### config.mk
export PLATFORM = sky130hd
export DESIGN_NAME = i2c_master_bit_sequencer_core_flat
export DESIGN_NICKNAME = d
export VERILOG_FILES = /design/src/hdl/i2cm_pkg.sv /design/src/hdl/i2cm_if.sv /design/src/hdl/i2c_master_bit_sequencer_core.sv /design/src/hdl/i2cm_step.sv /design/src/flat_wrapper.sv
export SDC_FILE = /design/constraint.sdc
export NUM_CORES = 1
export LEC_CHECK = 0
export ABC_AREA = 0
export BUFFER_PORTS_ARGS = -buffer_cell sky130_fd_sc_hd__buf_2
export CORE_MARGIN = 3
export CORE_UTILIZATION = 44
export CTS_CLUSTER_SIZE = 10
export DETAILED_ROUTE_END_ITERATION = 12
export PLACE_DENSITY = 0.66
export RECOVER_POWER = 25
export SLEW_MARGIN = 40
export SYNTH_ARGS = -nofsm -noshare
export SYNTH_HDL_FRONTEND = slang
export SYNTH_HIERARCHICAL = 1
export SYNTH_SLANG_ARGS = --single-unit
### constraint.sdc
create_clock -name clk -period 2.9 [get_ports clk]
set_input_delay 0.58 -clock clk [delete_from_list [all_inputs] [get_ports clk]]
set_output_delay 0.58 -clock clk [all_outputs]
set_load 0.05 [all_outputs]
### src/hdl/i2cm_pkg.sv
package i2cm_pkg;

  // command codes on the input channel
  localparam logic [2:0] CMD_START = 3'd1;
  localparam logic [2:0] CMD_STOP  = 3'd2;
  localparam logic [2:0] CMD_WRITE = 3'd3;
  localparam logic [2:0] CMD_READ  = 3'd4;

  // bit-period indexes that mark the steps of each sequence
  localparam logic [5:0] PH_START_LAST = 6'd3;
  localparam logic [5:0] PH_STOP_LAST  = 6'd2;
  localparam logic [5:0] PH_WR_BITS    = 6'd16;
  localparam logic [5:0] PH_WR_SDA_REL = 6'd17;
  localparam logic [5:0] PH_WR_ACK     = 6'd18;
  localparam logic [5:0] PH_RD_BITS    = 6'd32;
  localparam logic [5:0] PH_RD_ACK_SDA = 6'd33;
  localparam logic [5:0] PH_RD_ACK_SCL = 6'd34;

  typedef enum logic [5:0] {
    OP_IDLE  = 6'b000001,
    OP_START = 6'b000010,
    OP_STOP  = 6'b000100,
    OP_WRITE = 6'b001000,
    OP_READ  = 6'b010000,
    OP_NSTOP = 6'b100000
  } op_t;

  typedef struct packed {
    op_t        op;
    logic [5:0] phase;
    logic [7:0] shift;
    logic       nack;
    logic       scl;
    logic       sda;
  } seq_state_t;

  typedef struct packed {
    logic       scl_out;
    logic       sda_out;
    logic       busy_res;
    logic       done_res;
    logic [7:0] rx_byte;
    logic       ack_received;
    logic       auto_stopped;
    logic       cmd_rejected;
  } seq_res_t;

  localparam seq_state_t SEQ_STATE_RESET = '{
    op:    OP_IDLE,
    phase: 6'd0,
    shift: 8'd0,
    nack:  1'b0,
    scl:   1'b1,
    sda:   1'b1
  };

endpackage

### src/hdl/i2cm_if.sv
interface i2cm_in_if;
  logic       valid;
  logic       ready;
  logic [2:0] cmd;
  logic [7:0] tx_byte;
  logic       send_nack;
  logic       sda_in;

  modport source (output valid, cmd, tx_byte, send_nack, sda_in, input ready);
  modport sink   (input valid, cmd, tx_byte, send_nack, sda_in, output ready);
endinterface

interface i2cm_out_if;
  logic       valid;
  logic       ready;
  logic       scl_out;
  logic       sda_out;
  logic       busy_res;
  logic       done_res;
  logic [7:0] rx_byte;
  logic       ack_received;
  logic       auto_stopped;
  logic       cmd_rejected;

  modport source (output valid, scl_out, sda_out, busy_res, done_res, rx_byte,
                  ack_received, auto_stopped, cmd_rejected, input ready);
  modport sink   (input valid, scl_out, sda_out, busy_res, done_res, rx_byte,
                  ack_received, auto_stopped, cmd_rejected, output ready);
endinterface

### src/hdl/i2c_master_bit_sequencer_core.sv
// channel | dir | handshake     | payload
// in_ch   | in  | valid / ready | cmd, tx_byte, send_nack, sda_in
// out_ch  | out | valid / ready | scl_out, sda_out, busy_res, done_res, rx_byte,
//         |     |               | ack_received, auto_stopped, cmd_rejected
//
// one beat in gives exactly one beat out, in the cycle after acceptance
// one beat per cycle sustained while out_ch.ready stays high: the step logic sits
// between the sequence state and the result register, so throughput is set by that single register stage
// rst_n (synchronous) returns to idle with scl and sda released
// in_ch.ready drops only while a result is held and out_ch.ready is low
module i2c_master_bit_sequencer_core
  import i2cm_pkg::*;
(
  input  logic        clk,
  input  logic        rst_n,
  i2cm_in_if.sink     in_ch,
  i2cm_out_if.source  out_ch
);

  seq_state_t state_r;
  seq_state_t state_nxt;
  seq_res_t   res_r;
  seq_res_t   res_nxt;
  logic       out_valid_r;
  logic       in_fire;

  // take a new beat whenever the result slot is empty or being drained
  assign in_ch.ready = !out_valid_r || out_ch.ready;
  assign in_fire     = in_ch.valid && in_ch.ready;

  // one bit-period of the pin sequence
  i2cm_step u_step (
    .st        (state_r),
    .cmd       (in_ch.cmd),
    .tx_byte   (in_ch.tx_byte),
    .send_nack (in_ch.send_nack),
    .sda_in    (in_ch.sda_in),
    .st_nxt    (state_nxt),
    .res       (res_nxt)
  );

  // sequence state advances only on an accepted beat
  always_ff @(posedge clk) begin
    if (!rst_n) begin
      state_r     <= SEQ_STATE_RESET;
      out_valid_r <= 1'b0;
    end else begin
      if (in_fire) begin
        state_r     <= state_nxt;
        out_valid_r <= 1'b1;
      end else if (out_ch.ready) begin
        out_valid_r <= 1'b0;
      end
    end
  end

  // result payload, no reset needed
  always_ff @(posedge clk) begin
    if (in_fire) begin
      res_r <= res_nxt;
    end
  end

  assign out_ch.valid        = out_valid_r;
  assign out_ch.scl_out      = res_r.scl_out;
  assign out_ch.sda_out      = res_r.sda_out;
  assign out_ch.busy_res     = res_r.busy_res;
  assign out_ch.done_res     = res_r.done_res;
  assign out_ch.rx_byte      = res_r.rx_byte;
  assign out_ch.ack_received = res_r.ack_received;
  assign out_ch.auto_stopped = res_r.auto_stopped;
  assign out_ch.cmd_rejected = res_r.cmd_rejected;

  // a finished command leaves the sequencer idle
  a_done_idle: assert property (@(posedge clk) disable iff (!rst_n)
    out_valid_r && res_r.done_res |-> (state_r.op == OP_IDLE))
    else $error("done reported but sequencer not idle");

  // busy flag agrees with the held sequence state
  a_busy_state: assert property (@(posedge clk) disable iff (!rst_n)
    out_valid_r |-> (res_r.busy_res == (state_r.op != OP_IDLE)))
    else $error("busy flag disagrees with sequence state");

  // an idle sequencer never rejects a command
  a_no_reject_idle: assert property (@(posedge clk) disable iff (!rst_n)
    in_fire && (state_r.op == OP_IDLE) |=> !res_r.cmd_rejected)
    else $error("command rejected while idle");

  // automatic stop only closes a write, never alongside an ack
  a_autostop: assert property (@(posedge clk) disable iff (!rst_n)
    out_valid_r && res_r.auto_stopped |-> res_r.done_res && !res_r.ack_received)
    else $error("auto stop flagged without a nack completion");

endmodule

### src/hdl/i2cm_step.sv
module i2cm_step
  import i2cm_pkg::*;
(
  input  seq_state_t st,
  input  logic [2:0] cmd,
  input  logic [7:0] tx_byte,
  input  logic       send_nack,
  input  logic       sda_in,
  output seq_state_t st_nxt,
  output seq_res_t   res
);

  logic       is_cmd;
  logic       last;
  logic       hold_phase;
  logic       rejected;
  logic       ack;
  logic       autos;
  logic [7:0] rx;
  op_t        op;
  logic [5:0] ph;
  logic [7:0] sh;
  logic       nk;
  logic       scl;
  logic       sda;

  assign is_cmd = (cmd == CMD_START) || (cmd == CMD_STOP) ||
                  (cmd == CMD_WRITE) || (cmd == CMD_READ);

  always_comb begin
    op         = st.op;
    ph         = st.phase;
    sh         = st.shift;
    nk         = st.nack;
    scl        = st.scl;
    sda        = st.sda;
    last       = 1'b0;
    hold_phase = 1'b0;
    rejected   = 1'b0;
    ack        = 1'b0;
    autos      = 1'b0;
    rx         = 8'd0;

    // command intake, only from idle
    if (is_cmd) begin
      if (op == OP_IDLE) begin
        priority if (cmd == CMD_START) begin
          op = OP_START;
        end else if (cmd == CMD_STOP) begin
          op = OP_STOP;
        end else if (cmd == CMD_WRITE) begin
          op = OP_WRITE;
        end else begin
          op = OP_READ;
        end
        ph = 6'd0;
        sh = (cmd == CMD_WRITE) ? tx_byte : 8'd0;
        nk = send_nack;
      end else begin
        rejected = 1'b1;
      end
    end

    unique case (op)
      OP_START: begin
        priority if (ph == 6'd0) begin
          sda = 1'b1;
        end else if (ph == 6'd1) begin
          scl = 1'b1;
        end else if (ph == 6'd2) begin
          sda = 1'b0;
        end else begin
          scl  = 1'b0;
          last = 1'b1;
        end
      end
      OP_STOP, OP_NSTOP: begin
        priority if (ph == 6'd0) begin
          sda = 1'b0;
        end else if (ph == 6'd1) begin
          scl = 1'b1;
        end else begin
          sda   = 1'b1;
          last  = 1'b1;
          autos = (op == OP_NSTOP);
        end
      end
      OP_WRITE: begin
        priority if (ph < PH_WR_BITS) begin
          if (!ph[0]) begin
            if (ph != 6'd0) begin
              scl = 1'b0;
            end
            sda = sh[7];
          end else begin
            scl = 1'b1;
            sh  = {sh[6:0], 1'b0};
          end
        end else if (ph == PH_WR_BITS) begin
          scl = 1'b0;
        end else if (ph == PH_WR_SDA_REL) begin
          sda = 1'b1;
        end else if (ph == PH_WR_ACK) begin
          scl = 1'b1;
          // nack from the slave: fall straight into a stop sequence
          if (sda_in) begin
            op         = OP_NSTOP;
            ph         = 6'd0;
            hold_phase = 1'b1;
          end
        end else begin
          scl  = 1'b0;
          ack  = 1'b1;
          last = 1'b1;
        end
      end
      OP_READ: begin
        priority if (ph < PH_RD_BITS) begin
          if (ph == 6'd0) begin
            sda = 1'b1;
          end
          if (ph[1:0] == 2'd1) begin
            scl = 1'b0;
          end else if (ph[1:0] == 2'd2) begin
            scl = 1'b1;
            sh  = {sh[6:0], sda_in};
          end
        end else if (ph == PH_RD_BITS) begin
          scl = 1'b0;
        end else if (ph == PH_RD_ACK_SDA) begin
          sda = nk;
        end else if (ph == PH_RD_ACK_SCL) begin
          scl = 1'b1;
        end else begin
          scl  = 1'b0;
          rx   = sh;
          last = 1'b1;
        end
      end
      default: begin
        op         = OP_IDLE;
        ph         = 6'd0;
        hold_phase = 1'b1;
      end
    endcase

    if (last) begin
      op = OP_IDLE;
      ph = 6'd0;
    end else if (!hold_phase) begin
      ph = ph + 6'd1;
    end
  end

  assign st_nxt = '{op: op, phase: ph, shift: sh, nack: nk, scl: scl, sda: sda};

  assign res = '{
    scl_out:      scl,
    sda_out:      sda,
    busy_res:     (op != OP_IDLE),
    done_res:     last,
    rx_byte:      rx,
    ack_received: ack,
    auto_stopped: autos,
    cmd_rejected: rejected
  };

endmodule

### src/flat_wrapper.sv
// flat-port wrapper written by rule: the top's interface ports become plain ports
module i2c_master_bit_sequencer_core_flat import i2cm_pkg::*;
  (clk, rst_n, in_ch_valid, in_ch_cmd, in_ch_tx_byte, in_ch_send_nack, in_ch_sda_in, in_ch_ready, out_ch_valid, out_ch_scl_out, out_ch_sda_out, out_ch_busy_res, out_ch_done_res, out_ch_rx_byte, out_ch_ack_received, out_ch_auto_stopped, out_ch_cmd_rejected, out_ch_ready);
  i2cm_in_if in_ch_i ();
  i2cm_out_if out_ch_i ();
  input  logic clk;
  input  logic rst_n;
  input wire logic [$bits(in_ch_i.valid)-1:0] in_ch_valid;
  input wire logic [$bits(in_ch_i.cmd)-1:0] in_ch_cmd;
  input wire logic [$bits(in_ch_i.tx_byte)-1:0] in_ch_tx_byte;
  input wire logic [$bits(in_ch_i.send_nack)-1:0] in_ch_send_nack;
  input wire logic [$bits(in_ch_i.sda_in)-1:0] in_ch_sda_in;
  output wire logic [$bits(in_ch_i.ready)-1:0] in_ch_ready;
  output wire logic [$bits(out_ch_i.valid)-1:0] out_ch_valid;
  output wire logic [$bits(out_ch_i.scl_out)-1:0] out_ch_scl_out;
  output wire logic [$bits(out_ch_i.sda_out)-1:0] out_ch_sda_out;
  output wire logic [$bits(out_ch_i.busy_res)-1:0] out_ch_busy_res;
  output wire logic [$bits(out_ch_i.done_res)-1:0] out_ch_done_res;
  output wire logic [$bits(out_ch_i.rx_byte)-1:0] out_ch_rx_byte;
  output wire logic [$bits(out_ch_i.ack_received)-1:0] out_ch_ack_received;
  output wire logic [$bits(out_ch_i.auto_stopped)-1:0] out_ch_auto_stopped;
  output wire logic [$bits(out_ch_i.cmd_rejected)-1:0] out_ch_cmd_rejected;
  input wire logic [$bits(out_ch_i.ready)-1:0] out_ch_ready;
  assign in_ch_i.valid = in_ch_valid;
  assign in_ch_i.cmd = in_ch_cmd;
  assign in_ch_i.tx_byte = in_ch_tx_byte;
  assign in_ch_i.send_nack = in_ch_send_nack;
  assign in_ch_i.sda_in = in_ch_sda_in;
  assign in_ch_ready = in_ch_i.ready;
  assign out_ch_valid = out_ch_i.valid;
  assign out_ch_scl_out = out_ch_i.scl_out;
  assign out_ch_sda_out = out_ch_i.sda_out;
  assign out_ch_busy_res = out_ch_i.busy_res;
  assign out_ch_done_res = out_ch_i.done_res;
  assign out_ch_rx_byte = out_ch_i.rx_byte;
  assign out_ch_ack_received = out_ch_i.ack_received;
  assign out_ch_auto_stopped = out_ch_i.auto_stopped;
  assign out_ch_cmd_rejected = out_ch_i.cmd_rejected;
  assign out_ch_i.ready = out_ch_ready;
  i2c_master_bit_sequencer_core u_core (.clk(clk), .rst_n(rst_n), .in_ch(in_ch_i), .out_ch(out_ch_i));
endmodule
==> results_dict.tcl <==
set metrics [dict create \
    synth_cells 315 \
    fin_crit_ns 2.78 \
    cp_cell_sequence "or3b_2 > or4_1 > buf_12 > nand2_1 > nor2_1 > ha_1 > buf_4 > xor2_1 > nor2_1 > nand2_1 > mux2i_1" \
    cp.arrival_ns 3.00 \
    cts_resized 0 \
    slowest_stage "or4_1" \
    gr-total-overflow 0 \
    clock_sink_count 39 \
    regArea_sq_um 931 \
    grt_usage_pct 19.7 \
    finClkSkew_ns 0.00848 \
    rows 27 \
    ctsHoldBuffers 0 \
    drt_drc_violations_left 0 \
    maxCapViolCount 0 \
    post-cts-setup-buffer-count 0 \
    ant_nets 0 \
    cts_inserted_buffers 5 \
    clock.fmax_mhz 360 \
    fin_cells 430 \
    power.density_nw_per_um2 439 \
    path_class "reg2reg" \
    syn-mean-instance-area_sq_um 8.38 \
    final_common_cell "nand2_1" \
    stdcell_area_sq_um 3110 \
    vdd_drop_max_uv 275 \
    wire_per_inst_um 16.1 \
    slowest_delay_ns 0.58 \
    grt_pass1_vias 2261 \
    die_area_sq_um 6960 \
    drtPass1Iterations 5 \
    yosys.cell_types.count 55 \
    utilization_pct 55.2 \
    drive_above_1_share_pct 24.6 \
    die_w_um 83.4 \
    root_buffer "clkbuf_8" \
    antenna_cells 0 \
    setup_violations 0 \
    worstSetupEndpointType "flip-flop" \
    grt_start_max_net_pins 45 \
    dp_hpwl_um 4870 \
    portBuffers 33 \
    die_h_um 83.4 \
    r2r_cells 11 \
    min_path_type "reg2reg" \
    h-tree-depth 2 \
    tritoncts "built" \
    p_leak_nw 1.27 \
    place_inst 422 \
    start_util_pct 46.8 \
    clock_path_buffers 2 \
    status "finished, final reports clean" \
    worstPathRequired_ns 3.12 \
    yosys_warnings 6 \
    synthFlopType "dfxtp_1" \
    final_cell_mix "nand2_1 (51), buf_2 (33), buf_4 (30), nor2_1 (29), mux2i_1 (27)" \
    hold_viol 0 \
    gp_congestion 1.01 \
    wirelength_um 6910 \
    place_area_sq_um 2960 \
    drt_iter0_markers 207 \
    yosysSeqAreaShare_pct 35.3 \
    syn_area_sq_um 2640 \
    antenna_found_initial 0 \
    max_slew_margin_pct 49.4 \
    multi_input_area_sq_um 1500 \
    vias_per_cell 5.79 \
    cp_max_fo 26 \
    tightest_slew_ns 0.760 \
    clk_pin_slew_ns 0.08 \
    crit_path_start_kind "flip-flop" \
    syn_nets 333 \
    worstSkewPairLatency_ns 0.30 \
    grt_pass1_wl_um 11200 \
    ys_ff_latch 39 \
    boundaryPins 34 \
    whs_ns 0.456 \
    fillers 512 \
    ys_async_sr_fraction_pct 0 \
    nNetsFinal 375 \
    core_sq_um 5640 \
    fin_crit_sh_pct 95.7 \
    synth-edff-count 15 \
    hold_path_depth 2 \
    finalSetupTns_ns 0 \
    area.growth.synth_to_final_pct 17.9 \
    vias 2491 \
    rsz0062_at_grt "yes" \
    report.final.slew_viol_count 0 \
]
flip-flops by register name, summed over array words and instances, names as in the netlist:
name,count
u_core/out_ch.rx_byte,8
u_core/out_ch.done_res,1
u_core/out_ch.scl_out,1
u_core/out_ch.ack_received,1
u_core/out_ch.cmd_rejected,1
u_core/out_ch.auto_stopped,1
u_core/out_ch.valid,1
u_core/out_ch.sda_out,1
u_core/out_ch.busy_res,1
u_core/state_r,23
worst paths after layout:
| kind | slack (ns) | startpoint | endpoint |
|---|---|---|---|
| hold reg to reg | 0.46 | u_core/state_r[9] | u_core/state_r[9] |
| setup / recovery | 0.12 | u_core/state_r[19] | u_core/state_r[13] |
| setup reg to reg | 0.12 | u_core/state_r[19] | u_core/state_r[13] |
| hold / removal | 0.46 | u_core/state_r[9] | u_core/state_r[9] |
routing by layer:
layer	vias up	global-route usage, %	routed length, um
met5	-	0	0
met4	0	4.82	89
met3	8	3.87	470
met2	101	32.1	3340
met1	1168	26.8	3000
li1	1214	-	-
per-stage QoR:
stage / worst slack [ns] / power, mW
after floorplan: 0.0301 / 0.835
after global placement: -0.0359 / 0.901
after detailed placement: -0.113 / 0.903
after CTS: 0.0236 / 1.36
after global routing: -0.0800 / 1.42
final: 0.124 / 1.37
cells in the mapped netlist (all sizes together) (4+ instances only):
master / number / share of area [%]
and3: 8 / 1.9
mux2i: 27 / 10
nand3: 8 / 1.5
o211ai: 5 / 1.9
or4: 4 / 1.3
nor2: 29 / 4.1
buf: 19 / 6.1
a21o: 4 / 1.1
nor3: 12 / 2.3
a31oi: 5 / 1.2
clkbuf: 11 / 1.6
edfxtp: 15 / 17
a21oi: 19 / 3.6
o21ai: 6 / 1.1
dfxtp: 24 / 18
nand2: 51 / 7.3
inv: 13 / 1.8
xor2: 4 / 1.3
nor4: 6 / 1.7
layout make-up:
class                           instances  area share (%)
Multi-Input combinational cell        233            48.2
Sequential cell                        39            29.9
Timing Repair Buffer                   65            13.8
Tap cell                               72            2.90
Clock buffer                            5            2.21
Inverter                               13            1.57
Clock inverter                          3            1.41
cell families after synthesis:
family / count (synthesis) / synth area share [%]
multiplexers: 27 / 10.2
AO/OA/AOI/OAI: 59 / 15.7
flip-flops: 39 / 35.3
adder cells (fa/ha/maj): 1 / 0.474
AND/OR/NAND/NOR: 140 / 26.8
buffers and inverters: 43 / 9.53
XOR/XNOR: 6 / 1.99
critical path, delay by kind of cell, from the launching register on:
kind / cells / cell delay (ns)
adder cells (fa/ha/maj): 1 / 0.20
AND/OR/NAND/NOR: 6 / 1.52
XOR/XNOR: 1 / 0.14
multiplexers: 1 / 0.17
buffers and inverters: 2 / 0.33
flip-flops: 1 / 0.35
power breakdown:
part / switching, mW / internal (mW) / total (mW)
Sequential: 0.0117 / 0.592 / 0.603
Clock: 0.210 / 0.256 / 0.466
Combinational: 0.194 / 0.104 / 0.297
(Power assumes the default switching activity.)
